## src/hdl/cursor_array_list_unit_macros.svh

```systemverilog
// Assertion macros for the cursor array list unit.
// Each macro samples on clk_i and is switched off while rst_ni is low.
`ifndef CURSOR_ARRAY_LIST_UNIT_MACROS_SVH
`define CURSOR_ARRAY_LIST_UNIT_MACROS_SVH

`ifndef SYNTH
// Property holds at every clock edge out of reset
`define CAL_ASSERT(lbl, expr, msg) \
  lbl: assert property (@(posedge clk_i) disable iff (!rst_ni) (expr)) \
    else $error(msg);
// When pre holds, post holds at the next edge
`define CAL_ASSERT_NEXT(lbl, pre, post, msg) \
  lbl: assert property (@(posedge clk_i) disable iff (!rst_ni) (pre) |=> (post)) \
    else $error(msg);
`else
`define CAL_ASSERT(lbl, expr, msg)
`define CAL_ASSERT_NEXT(lbl, pre, post, msg)
`endif

`endif

```

## src/hdl/cal_pkg.sv

```systemverilog
package cal_pkg;

  // Storage geometry
  localparam int DEPTH     = 16;
  localparam int WORD_BITS = 32;

  // Internal widths: count and cursor hold 0..DEPTH
  localparam int CNT_W = $clog2(DEPTH + 1);
  localparam int IDX_W = (DEPTH > 1) ? $clog2(DEPTH) : 1;

  // Port field widths
  localparam int KIND_W = 4;
  localparam int VAL_W  = 32;
  localparam int POS_W  = 5;
  localparam int CAP_W  = 5;
  localparam int STAT_W = 2;
  localparam int LEN_W  = 5;

  // Width wide enough for compares against port fields
  localparam int CMP_W = (CNT_W > POS_W) ? CNT_W : POS_W;

  localparam logic [CAP_W-1:0] CAP_RESET = CAP_W'(16);

  // Operation codes
  localparam logic [KIND_W-1:0] KIND_INSERT = 4'd0;
  localparam logic [KIND_W-1:0] KIND_APPEND = 4'd1;
  localparam logic [KIND_W-1:0] KIND_REMOVE = 4'd2;
  localparam logic [KIND_W-1:0] KIND_FRONT  = 4'd3;
  localparam logic [KIND_W-1:0] KIND_BACK   = 4'd4;
  localparam logic [KIND_W-1:0] KIND_PREV   = 4'd5;
  localparam logic [KIND_W-1:0] KIND_NEXT   = 4'd6;
  localparam logic [KIND_W-1:0] KIND_MOVE   = 4'd7;
  localparam logic [KIND_W-1:0] KIND_CLEAR  = 4'd8;

  // Status codes
  localparam logic [STAT_W-1:0] ST_OK      = 2'd0;
  localparam logic [STAT_W-1:0] ST_FULL    = 2'd1;
  localparam logic [STAT_W-1:0] ST_NO_ELEM = 2'd2;
  localparam logic [STAT_W-1:0] ST_BAD_POS = 2'd3;

  // What every cell does this cycle
  typedef enum logic [1:0] {
    OP_HOLD,
    OP_INS,
    OP_APP,
    OP_REM
  } cal_op_e;

  // Decoded operation, broadcast to the cells and used by the control
  typedef struct packed {
    cal_op_e              op;
    logic [WORD_BITS-1:0] word;
    logic [CNT_W-1:0]     cursor;
    logic [CNT_W-1:0]     count;
    logic [STAT_W-1:0]    status;
    logic [CNT_W-1:0]     count_nxt;
    logic [CNT_W-1:0]     cursor_nxt;
  } cal_dec_t;

endpackage

```

## src/hdl/cal_ctrl.sv

```systemverilog
module cal_ctrl import cal_pkg::*; (
  input  logic [KIND_W-1:0] kind_i,
  input  logic [VAL_W-1:0]  value_i,
  input  logic [POS_W-1:0]  position_i,
  input  logic [CNT_W-1:0]  count_i,
  input  logic [CNT_W-1:0]  cursor_i,
  input  logic [CAP_W-1:0]  capacity_i,
  output cal_dec_t          dec_o
);

  logic [CMP_W-1:0] eff_cap;
  logic             full;

  // Effective capacity is the smaller of the register and the depth
  assign eff_cap = (CMP_W'(capacity_i) < CMP_W'(DEPTH)) ? CMP_W'(capacity_i)
                                                        : CMP_W'(DEPTH);
  assign full    = (CMP_W'(count_i) >= eff_cap);

  // Decode; a failed operation leaves op at hold and the state unchanged
  always_comb begin
    dec_o            = '0;
    dec_o.op         = OP_HOLD;
    dec_o.word       = WORD_BITS'(value_i);
    dec_o.cursor     = cursor_i;
    dec_o.count      = count_i;
    dec_o.status     = ST_OK;
    dec_o.count_nxt  = count_i;
    dec_o.cursor_nxt = cursor_i;
    unique case (kind_i)
      KIND_INSERT, KIND_APPEND: begin
        if (full) begin
          dec_o.status = ST_FULL;
        end else begin
          dec_o.op        = (kind_i == KIND_INSERT) ? OP_INS : OP_APP;
          dec_o.count_nxt = count_i + 1'b1;
        end
      end
      KIND_REMOVE: begin
        if (cursor_i >= count_i) begin
          dec_o.status = ST_NO_ELEM;
        end else begin
          dec_o.op        = OP_REM;
          dec_o.count_nxt = count_i - 1'b1;
        end
      end
      KIND_FRONT: dec_o.cursor_nxt = '0;
      KIND_BACK:  dec_o.cursor_nxt = count_i;
      KIND_PREV: begin
        if (cursor_i != '0) dec_o.cursor_nxt = cursor_i - 1'b1;
      end
      KIND_NEXT: begin
        if (cursor_i < count_i) dec_o.cursor_nxt = cursor_i + 1'b1;
      end
      KIND_MOVE: begin
        if (CMP_W'(position_i) > CMP_W'(count_i)) begin
          dec_o.status = ST_BAD_POS;
        end else begin
          dec_o.cursor_nxt = CNT_W'(position_i);
        end
      end
      KIND_CLEAR: begin
        dec_o.count_nxt  = '0;
        dec_o.cursor_nxt = '0;
      end
      default: ;
    endcase
  end

endmodule

```

## src/hdl/cal_cell.sv

```systemverilog
module cal_cell import cal_pkg::*; (
  input  logic                 clk_i,
  input  cal_dec_t             ctl_i,
  input  logic [CNT_W-1:0]     idx_i,
  input  logic [WORD_BITS-1:0] left_i,
  input  logic [WORD_BITS-1:0] right_i,
  output logic [WORD_BITS-1:0] data_o
);

  logic [WORD_BITS-1:0] data_d, data_q;

  // Shift up on insert, down on remove, load on append
  always_comb begin
    data_d = data_q;
    unique case (ctl_i.op)
      OP_INS: begin
        if (idx_i > ctl_i.cursor) begin
          data_d = left_i;
        end else if (idx_i == ctl_i.cursor) begin
          data_d = ctl_i.word;
        end
      end
      OP_APP: begin
        if (idx_i == ctl_i.count) data_d = ctl_i.word;
      end
      OP_REM: begin
        if (idx_i >= ctl_i.cursor) data_d = right_i;
      end
      default: ;
    endcase
  end

  always_ff @(posedge clk_i) begin
    data_q <= data_d;
  end

  assign data_o = data_q;

endmodule

```

## src/hdl/cursor_array_list_unit.sv

```systemverilog
// Cursor array list unit: a row of word cells with a cursor.
// Result path: an accepted item sets the pending flag, and the result register
// loads from it once the output is free; out_valid_o is registered.
// Throughput: one item per cycle while results drain; a held result blocks the
// input. Cells shift on acceptance; the cursor word is read as the result loads.
// Reset: length and cursor clear, capacity returns to 16, no result pending.
`include "cursor_array_list_unit_macros.svh"

module cursor_array_list_unit import cal_pkg::*; (
  input  logic              clk_i,
  input  logic              rst_ni,
  // Item channel
  input  logic              in_valid_i,
  output logic              in_ready_o,
  input  logic [KIND_W-1:0] kind_i,
  input  logic [VAL_W-1:0]  value_i,
  input  logic [POS_W-1:0]  position_i,
  // Result channel
  output logic              out_valid_o,
  input  logic              out_ready_i,
  output logic [STAT_W-1:0] status_o,
  output logic [VAL_W-1:0]  removed_value_o,
  output logic [LEN_W-1:0]  list_length_o,
  output logic [LEN_W-1:0]  cursor_position_o,
  output logic [VAL_W-1:0]  cursor_value_o,
  output logic              cursor_valid_o,
  // Capacity write channel
  input  logic              cfg_valid_i,
  output logic              cfg_ready_o,
  input  logic [CAP_W-1:0]  cfg_data_i
);

  logic [CAP_W-1:0]     capacity_q;
  logic [CNT_W-1:0]     count_q, cursor_q;
  logic                 busy_q, out_valid_q;
  logic [STAT_W-1:0]    pend_status_q;
  logic [VAL_W-1:0]     pend_removed_q;
  logic [STAT_W-1:0]    out_status_q;
  logic [VAL_W-1:0]     out_removed_q, out_cval_q;
  logic [LEN_W-1:0]     out_len_q, out_cur_q;
  logic                 out_cvalid_q;

  cal_dec_t             dec, cell_ctl;
  logic                 accept, load;
  logic                 cur_valid;
  logic [WORD_BITS-1:0] cells [DEPTH];
  logic [WORD_BITS-1:0] rd_word;

  // Handshakes
  assign load        = busy_q && (!out_valid_q || out_ready_i);
  assign in_ready_o  = !busy_q || load;
  assign accept      = in_valid_i && in_ready_o;
  assign cfg_ready_o = 1'b1;

  // Operation decode
  cal_ctrl u_ctrl (
    .kind_i     (kind_i),
    .value_i    (value_i),
    .position_i (position_i),
    .count_i    (count_q),
    .cursor_i   (cursor_q),
    .capacity_i (capacity_q),
    .dec_o      (dec)
  );

  // Cells only move on an accepted beat
  always_comb begin
    cell_ctl = dec;
    if (!accept) cell_ctl.op = OP_HOLD;
  end

  // Cell row; the top cell pulls zero on remove
  for (genvar g = 0; g < DEPTH; g++) begin : g_cell
    logic [WORD_BITS-1:0] left, right;
    if (g == 0) begin : g_first
      assign left = '0;
    end else begin : g_mid_l
      assign left = cells[g-1];
    end
    if (g == DEPTH - 1) begin : g_last
      assign right = '0;
    end else begin : g_mid_r
      assign right = cells[g+1];
    end
    cal_cell u_cell (
      .clk_i   (clk_i),
      .ctl_i   (cell_ctl),
      .idx_i   (CNT_W'(g)),
      .left_i  (left),
      .right_i (right),
      .data_o  (cells[g])
    );
  end

  // Word under the cursor: pre-op word for remove, post-op word for results
  assign cur_valid = (cursor_q < count_q);
  assign rd_word   = cur_valid ? cells[cursor_q[IDX_W-1:0]] : '0;

  // Capacity register
  always_ff @(posedge clk_i or negedge rst_ni) begin
    if (!rst_ni) begin
      capacity_q <= CAP_RESET;
    end else if (cfg_valid_i && cfg_ready_o) begin
      capacity_q <= cfg_data_i;
    end
  end

  // List control state and pending flag
  always_ff @(posedge clk_i or negedge rst_ni) begin
    if (!rst_ni) begin
      count_q     <= '0;
      cursor_q    <= '0;
      busy_q      <= 1'b0;
      out_valid_q <= 1'b0;
    end else begin
      if (accept) begin
        count_q  <= dec.count_nxt;
        cursor_q <= dec.cursor_nxt;
        busy_q   <= 1'b1;
      end else if (load) begin
        busy_q   <= 1'b0;
      end
      if (load) begin
        out_valid_q <= 1'b1;
      end else if (out_ready_i) begin
        out_valid_q <= 1'b0;
      end
    end
  end

  // Pending and output payload
  always_ff @(posedge clk_i) begin
    if (accept) begin
      pend_status_q  <= dec.status;
      pend_removed_q <= (dec.op == OP_REM) ? VAL_W'(rd_word) : '0;
    end
    if (load) begin
      out_status_q  <= pend_status_q;
      out_removed_q <= pend_removed_q;
      out_len_q     <= LEN_W'(count_q);
      out_cur_q     <= LEN_W'(cursor_q);
      out_cval_q    <= VAL_W'(rd_word);
      out_cvalid_q  <= cur_valid;
    end
  end

  assign out_valid_o       = out_valid_q;
  assign status_o          = out_status_q;
  assign removed_value_o   = out_removed_q;
  assign list_length_o     = out_len_q;
  assign cursor_position_o = out_cur_q;
  assign cursor_value_o    = out_cval_q;
  assign cursor_valid_o    = out_cvalid_q;

  // Checks
  `CAL_ASSERT(a_cursor_in_list, cursor_q <= count_q, "cursor beyond list length")
  `CAL_ASSERT(a_count_in_depth, count_q <= CNT_W'(DEPTH), "list length beyond depth")
  `CAL_ASSERT_NEXT(a_accept_pends, accept, busy_q, "accepted beat left no pending result")
  `CAL_ASSERT_NEXT(a_count_holds, !accept, $stable(count_q), "length moved without a beat")

endmodule
```

## config.mk

```make
export PLATFORM = sky130hd
export DESIGN_NAME = cursor_array_list_unit
export DESIGN_NICKNAME = d
export VERILOG_FILES = /design/src/hdl/cal_pkg.sv /design/src/hdl/cal_ctrl.sv /design/src/hdl/cal_cell.sv /design/src/hdl/cursor_array_list_unit.sv
export VERILOG_INCLUDE_DIRS = /design/src /design/src/hdl
export SDC_FILE = /design/constraint.sdc
export NUM_CORES = 2
export LEC_CHECK = 0
export ABC_CLOCK_PERIOD_IN_PS = 12150
export CORE_MARGIN = 2
export CORE_UTILIZATION = 50
export DETAILED_ROUTE_END_ITERATION = 7
export DONT_BUFFER_PORTS = 1
export PLACE_DENSITY = 0.67
export SETUP_SLACK_MARGIN = 0.5
export SLEW_MARGIN = 20
export SYNTH_ARGS = -nofsm -noshare
export SYNTH_HDL_FRONTEND = slang
export SYNTH_SLANG_ARGS = --single-unit
export TNS_END_PERCENT = 30
```

## constraint.sdc

```tcl
create_clock -name clk_i -period 12.15 [get_ports clk_i]
set_clock_uncertainty 0.05 [all_clocks]
set_input_delay 1.215 -clock clk_i [delete_from_list [all_inputs] [get_ports clk_i]]
set_output_delay 1.215 -clock clk_i [all_outputs]
set_load 0.05 [all_outputs]
```

Word-level counts from Yosys, hierarchy flattened
Index checks and enable logic that the tools add are counted.
{ "totals": {"reg_bits": 640, "output_inout_bits": 80, "elab_cells": 307} }
{ "classes": {"n_addsub": 4, "magnitude_cmp": 38, "eq_ne": 95, "n_mux": 105, "n_bitwise": 1, "n_reduce_logical": 35} }
{ "ops": {"columns": ["op", "n"], "rows": [
  ["32-bit two-way mux", 67],
  ["32-bit case mux with 3 select lines", 16],
  ["32-bit binary-select mux with 4-bit select", 1],
  ["4-bit by 5-bit == test with 1-bit output, first input constant", 16],
  ["4-bit AND reduction", 17],
  ["2-bit by 1-bit != test with 1-bit output, second input constant", 33],
  ["3-bit by 1-bit != test with 1-bit output, second input constant", 16],
  ["3-bit by 5-bit == test with 1-bit output, first input constant", 8],
  ["4-bit by 5-bit >= comparator with 1-bit output, first input constant", 8],
  ["4-bit by 5-bit greater-than comparator with 1-bit output, first input constant", 8],
  ["5-bit two-way mux", 6],
  ["5-bit case mux with 5 select lines", 1],
  ["2-bit by 5-bit == test with 1-bit output, first input constant", 4],
  ["3-bit by 5-bit >= comparator with 1-bit output, first input constant", 4],
  ["3-bit by 5-bit greater-than comparator with 1-bit output, first input constant", 4],
  ["4-bit by 3-bit == test with 1-bit output, second input constant", 4],
  ["5-bit case mux with 3 select lines", 1],
  ["2-bit two-way mux", 6],
  ["5-bit by 1-bit adder with 5-bit output, second input constant", 2],
  ["1-bit by 5-bit == test with 1-bit output, first input constant", 2],
  ["1-bit by 5-bit >= comparator with 1-bit output, first input constant", 2],
  ["2-bit by 5-bit >= comparator with 1-bit output, first input constant", 2],
  ["5-bit >= comparator", 2],
  ["1-bit by 5-bit greater-than comparator with 1-bit output, first input constant", 2],
  ["other kinds (26)", 46]
]} }

Longest topological paths before layout
{ "depth": {"ltp_word": 9, "ltp_mapped": 14, "depth_no_buf": 9} }

Hierarchy
From an unflattened synthesis, not the netlist that was laid out.
{ "unflattened": {"cells_unflattened": 3617, "area_unflattened_um2": 43734.4} }
{ "by_module_without_submodules": {"columns": ["module", "n_inst", "cells_per_inst", "area_per_inst_um2"], "rows": [
  ["cal_cell at g_cell[1].u_cell ...", 9, 181, 2129.5],
  ["cal_cell at g_cell[0].u_cell ...", 7, 180, 2120.8],
  ["cursor_array_list_unit", 1, 521, 8239.2],
  ["cal_ctrl", 1, 207, 1483.9]
]} }

Least setup slack after synthesis
Ideal clock, no wire load.
{ "synth_path": {"path_type": "in2reg", "from": "input port out_ready_i", "to": "register g_cell[9].u_cell.data_q[0] (enable)", "t_arrival_ps": 5398, "required_time_ps": 11628, "slack_ps": 6230, "path_stages": 6, "path_buffers": 1, "path_cell_list": "nand3b_1 > nand2_2 > inv_2 > nand2_2 > buf_6 > o32ai_1"} }
{ "synth_via": {"elab_chain_cells": 8} }
{ "synth_rtl": {"columns": ["element", "line_no", "rtl"], "rows": [
  ["start: declaration", "cursor_array_list_unit.sv:20", "input logic out_ready_i,"],
  ["1-bit logical OR (*)", "cursor_array_list_unit.sv:50", "assign load = busy_q && (!out_valid_q || out_ready_i);"],
  ["1-bit logical AND (*)", "cursor_array_list_unit.sv:50", null],
  ["1-bit logical OR (*)", "cursor_array_list_unit.sv:51", "assign in_ready_o = !busy_q || load;"],
  ["1-bit logical AND (*)", "cursor_array_list_unit.sv:52", "assign accept = in_valid_i && in_ready_o;"],
  ["via accept", "cursor_array_list_unit.sv:44", "logic accept, load;"],
  ["2-bit two-way mux (*)", "cursor_array_list_unit.sv:69", "if (!accept) cell_ctl.op = OP_HOLD;"],
  ["2-bit by 1-bit == test with 1-bit output or 2-bit == test (tied branches)", "cal_cell.sv:15", "unique case (ctl_i.op)"],
  ["3-bit by 1-bit != test with 1-bit output (no source line), or another cell as far along", null, null],
  ["4-bit AND reduction (no source line) (*)", null, null],
  ["end signal: assignment", "cal_cell.sv:34", "data_q <= data_d;"],
  ["end: declaration", "cal_cell.sv:10", "logic [WORD_BITS-1:0] data_d, data_q;"]
]} }
The timed path passes the listed nets; every way through them passes the cells marked *.
A chain may end at the register's enable or synchronous reset.

Final worst setup path
{ "layout_path": {"from": "register out_valid_q (netlist: out_valid_o)", "to": "register g_cell[10].u_cell.data_q[13] (enable)"} }
{ "layout_via": {"elab_chain_cells": 9} }
{ "layout_rtl": {"columns": ["element", "line_no", "rtl"], "rows": [
  ["start: declaration", "cursor_array_list_unit.sv:35", "logic busy_q, out_valid_q;"],
  ["start signal: assignment", "cursor_array_list_unit.sv:114", "out_valid_q <= 1'b0;"],
  ["start signal: assignment", "cursor_array_list_unit.sv:124", "out_valid_q <= 1'b1;"],
  ["start signal: assignment", "cursor_array_list_unit.sv:126", "out_valid_q <= 1'b0;"],
  ["1-bit logical NOT (*)", "cursor_array_list_unit.sv:50", null],
  ["1-bit logical OR (*)", "cursor_array_list_unit.sv:50", null],
  ["1-bit logical AND (*)", "cursor_array_list_unit.sv:50", null],
  ["1-bit logical OR (*)", "cursor_array_list_unit.sv:51", null],
  ["via in_ready_o", "cursor_array_list_unit.sv:14", "output logic in_ready_o,"],
  ["1-bit logical AND (*)", "cursor_array_list_unit.sv:52", null],
  ["via accept", "cursor_array_list_unit.sv:44", null],
  ["2-bit two-way mux (*)", "cursor_array_list_unit.sv:69", null],
  ["2-bit by 1-bit == test with 1-bit output or 2-bit == test (tied branches)", "cal_cell.sv:15", null],
  ["3-bit by 1-bit != test with 1-bit output (no source line), or another cell as far along", null, null],
  ["4-bit AND reduction (no source line) (*)", null, null],
  ["end signal: assignment", "cal_cell.sv:34", null],
  ["end: declaration", "cal_cell.sv:10", null]
]} }
Marks and branches as above.

==> impl_results.md <==
* Post-Synthesis Cells at 2,512
* Initial core utilization at 50.4%
* Post-CTS Hold Buffers at 0
* Die Footprint at 72,600 µm²
* Post-route ant nets at 0
* DRC Markers at 0
* Setup CP Type: register to register
* Setup crit start kind: register
* Outcome: finished, final reports clean
* Unrepaired setup endpoints after global routing: no
* Final Hold Viols at 0
* Final WL at 112,000 µm
* Main synth FF type: edfxtp_1
* Final setup fails at 0
* Layout cells sized above 1 at a little under a quarter
* Clock power frac at 20.8%
* Num ports at between 100 and 150
* DR vias/cell at 7.64
* GP Congestion at 0.848
* Dpl hpwl at 59,100 µm
* Final Max Tran Viols at 0
* Min Tclk post-route at about 5.4 ns
* YS warnings at 0
* Crit-path cells: nand3b_1, nand2_8, inv_2, buf_4, nand2_2, o32ai_4, buf_4
* Core area at roughly 70,000 µm²
* Rel. slew slack at around 15%
* Switching Share at 41.6%
* DR pass1 iterations at 5
* TNS Setup at 0 ns
* Most area-hungry cell type in the Yosys netlist: edfxtp_1
* Critical path endpoint category: register
* Worst EP required at 12.38 ns
* Netlist cell types at 68
* Max Root-Sink Buffers at 3
* FMAX at 186 MHz
* Post-synth top area share at 53.1%
* Final period util at 44.2%
* Root Driver: clkbuf_16
* Sink count of the clock tree at 640
* Initial antenna violation count at 2
* Switching power at 4.25 mW
* Avg WL per Cell at 34.2 µm
* Area Growth Syn to Fin at 6.95%
* Area of the multi-input gates at between 10,000 and 15,000 µm²
* NumNets Final at 2,376
* Most frequent cells in the layout: edfxtp_1, or3_1, o221a_1, o221a_2, mux4_2
* GR Util All Layers at 30.4%
* Vias in the first global route at 24.8k
* Post-Syn Area at 35,300 µm²
* Sequential area share after synthesis at 54.3%
* EDFF count, synth at around 620
* # rows at 97
* Clock Pin Slew Worst Setup and Hold Paths at 0.06 ns
* P_int at 5.95 mW
* Inst Count DP at 3,167
* Crit Path Max Fanout at 94
* CTS tree: done
* Setup Buffers After CTS at 0
* Fillers at between 5k and 6k
* Finished Layout Cells at roughly 3.3k
* Diode count at 0
* Max incr delay on CP at 1.10 ns
* Mean post-synth cell area at 14.0 µm²
* Main area contributors after synthesis: edfxtp_1, mux4_2, o221a_1, or3_1, o221a_2
* Leakage at 11.1 nW
* Cts bufs inserted at 70
* Largest net degree at the start of global routing at 310
* Global route overflow at 0
* CP max-delay cell: o32ai_4
* Slew @ Worst Pin at between 1 and 1.5 ns
* Post-Synthesis Net Count at 2,589
* Flop pwr share at 34.3%
* Power density over cell area at ~270 nW/µm²
* First-pass GRT wire length at between 150,000 and 200,000 µm
* Die Ht at around 270 µm
* PortBufs at 0
* Worst-Skew Late Latency at 0.64 ns
* FF+latch count, synth at 640
* Die Width at between 200 and 300 µm
* Starting DRT DRC Count at 4,241
* Most common cell after layout, fill and taps aside: edfxtp_1
* Asr flop ratio synth at between 2 and 3%
* Worst path most repeated cell: buf_4
* Max rail drop VDD at 0.500 mV
* Gate power share at 44.8%
* Register area at 19,100 µm²
* Finished Core Util at 53.9%
* Max Cap Violations at 0
* H-tree Lvls at 3
* Total power at 10.2 mW
* Vias at 25.1k
* HP Class: input pin to asynchronous set/reset pin
* CP arrival at 5.59 ns
* Post-cts resize count at 0
synth_stat cells, types with 4 or more instances:
cell type  instances
edfxtp_1         623
or3_1            454
o221a_1          266
o221a_2          182
mux4_2           160
clkbuf_1         158
nand2_1          114
buf_2             87
a21oi_1           58
buf_1             38
and2_1            37
nor2b_1           36
buf_6             33
a22o_1            32
ha_1              26
o21ai_0           25
nor2_1            20
dfrtp_1           16
inv_1             12
buf_4             11
nand3_1           10
o22ai_1           10
a21o_4             9
nor3_1             9
nand2b_1           8
a21o_1             6
o32ai_1            5
mux2_2             4
nand4_1            4
registers in the layout, summed over array words and instances (netlist names), 2 cells and up:
signal / count
status_o: 2
pend_status_q: 2
cursor_q: 5
removed_value_o: 32
count_q: 5
list_length_o: 5
cursor_position_o: 5
capacity_q: 5
pend_removed_q: 32
g_cell.u_cell.data_o: 512
cursor_value_o: 32
stage by stage:
stage / instance area, µm² / worst slack, ns / hold slack, ns
finish: 37700 / 6.79 / 0.233
floorplan: 35300 / 6.23 / 0.350
global route: 37700 / 6.65 / 0.222
detailed placement: 35500 / 6.42 / 0.356
global placement: 35500 / 6.50 / 0.351
CTS: 37700 / 6.93 / 0.215
metal layers:
layer	vias to the layer above	global-route usage (%)	share of wire, %
met3	299	8.10	13
met2	1897	47.7	47
met1	12800	40.1	37
met4	0	12.4	3.8
met5	-	0	0
li1	10100	-	-
critical path, delay by kind of cell, from the launching register on:
kind	cells	cell delay, ns
simple gates	3	1.59
buf+inv	3	1.51
compound gates	1	1.10
flops	1	0.57
cells by family after synthesis:
logic type      share of synthesized area [%]
flops                                    54.3
simple gates                             11.8
fa+ha+maj                               0.951
mux                                      10.4
buf+inv                                  4.76
compound gates                           17.7
xor+xnor                               0.0497
other cells                            0.0106
worst paths after layout:
kind / startpoint / to / slack (ns) / cells after the start
worst max-delay path: out_valid_o / g_cell[10].u_cell.data_o[13] / 6.79 / 7
worst min-delay path: rst_ni / cursor_q[1] / 0.23 / 0
worst max register to register: out_valid_o / g_cell[10].u_cell.data_o[13] / 6.79 / 7
worst min register to register: pend_removed_q[12] / removed_value_o[12] / 0.36 / 0
max in group asynchronous: rst_ni / capacity_q[4] / 11.64 / 0
min in group clk_i: pend_removed_q[12] / removed_value_o[12] / 0.36 / 0
power by group through the flow:
stage,sequential (mW),clock [mW],combinational [mW]
6_report,3.50,2.13,4.57
5_1_grt,3.52,2.23,4.72
4_1_cts,3.50,2.14,4.44
3_5_place_dp,3.54,0,4.44
3_3_place_gp,3.54,0,4.33
2_1_floorplan,3.40,0,3.19
layout make-up:
cell class,count,area share (%)
Inverter,14,0.139
Clock buffer,78,4.73
Sequential cell,640,50.8
Clock inverter,44,1.15
Timing Repair Buffer,42,0.923
Multi-Input combinational cell,1531,39.2
Tap cell,940,3.12
No activity file was read; power rests on OpenSTA's default activity.
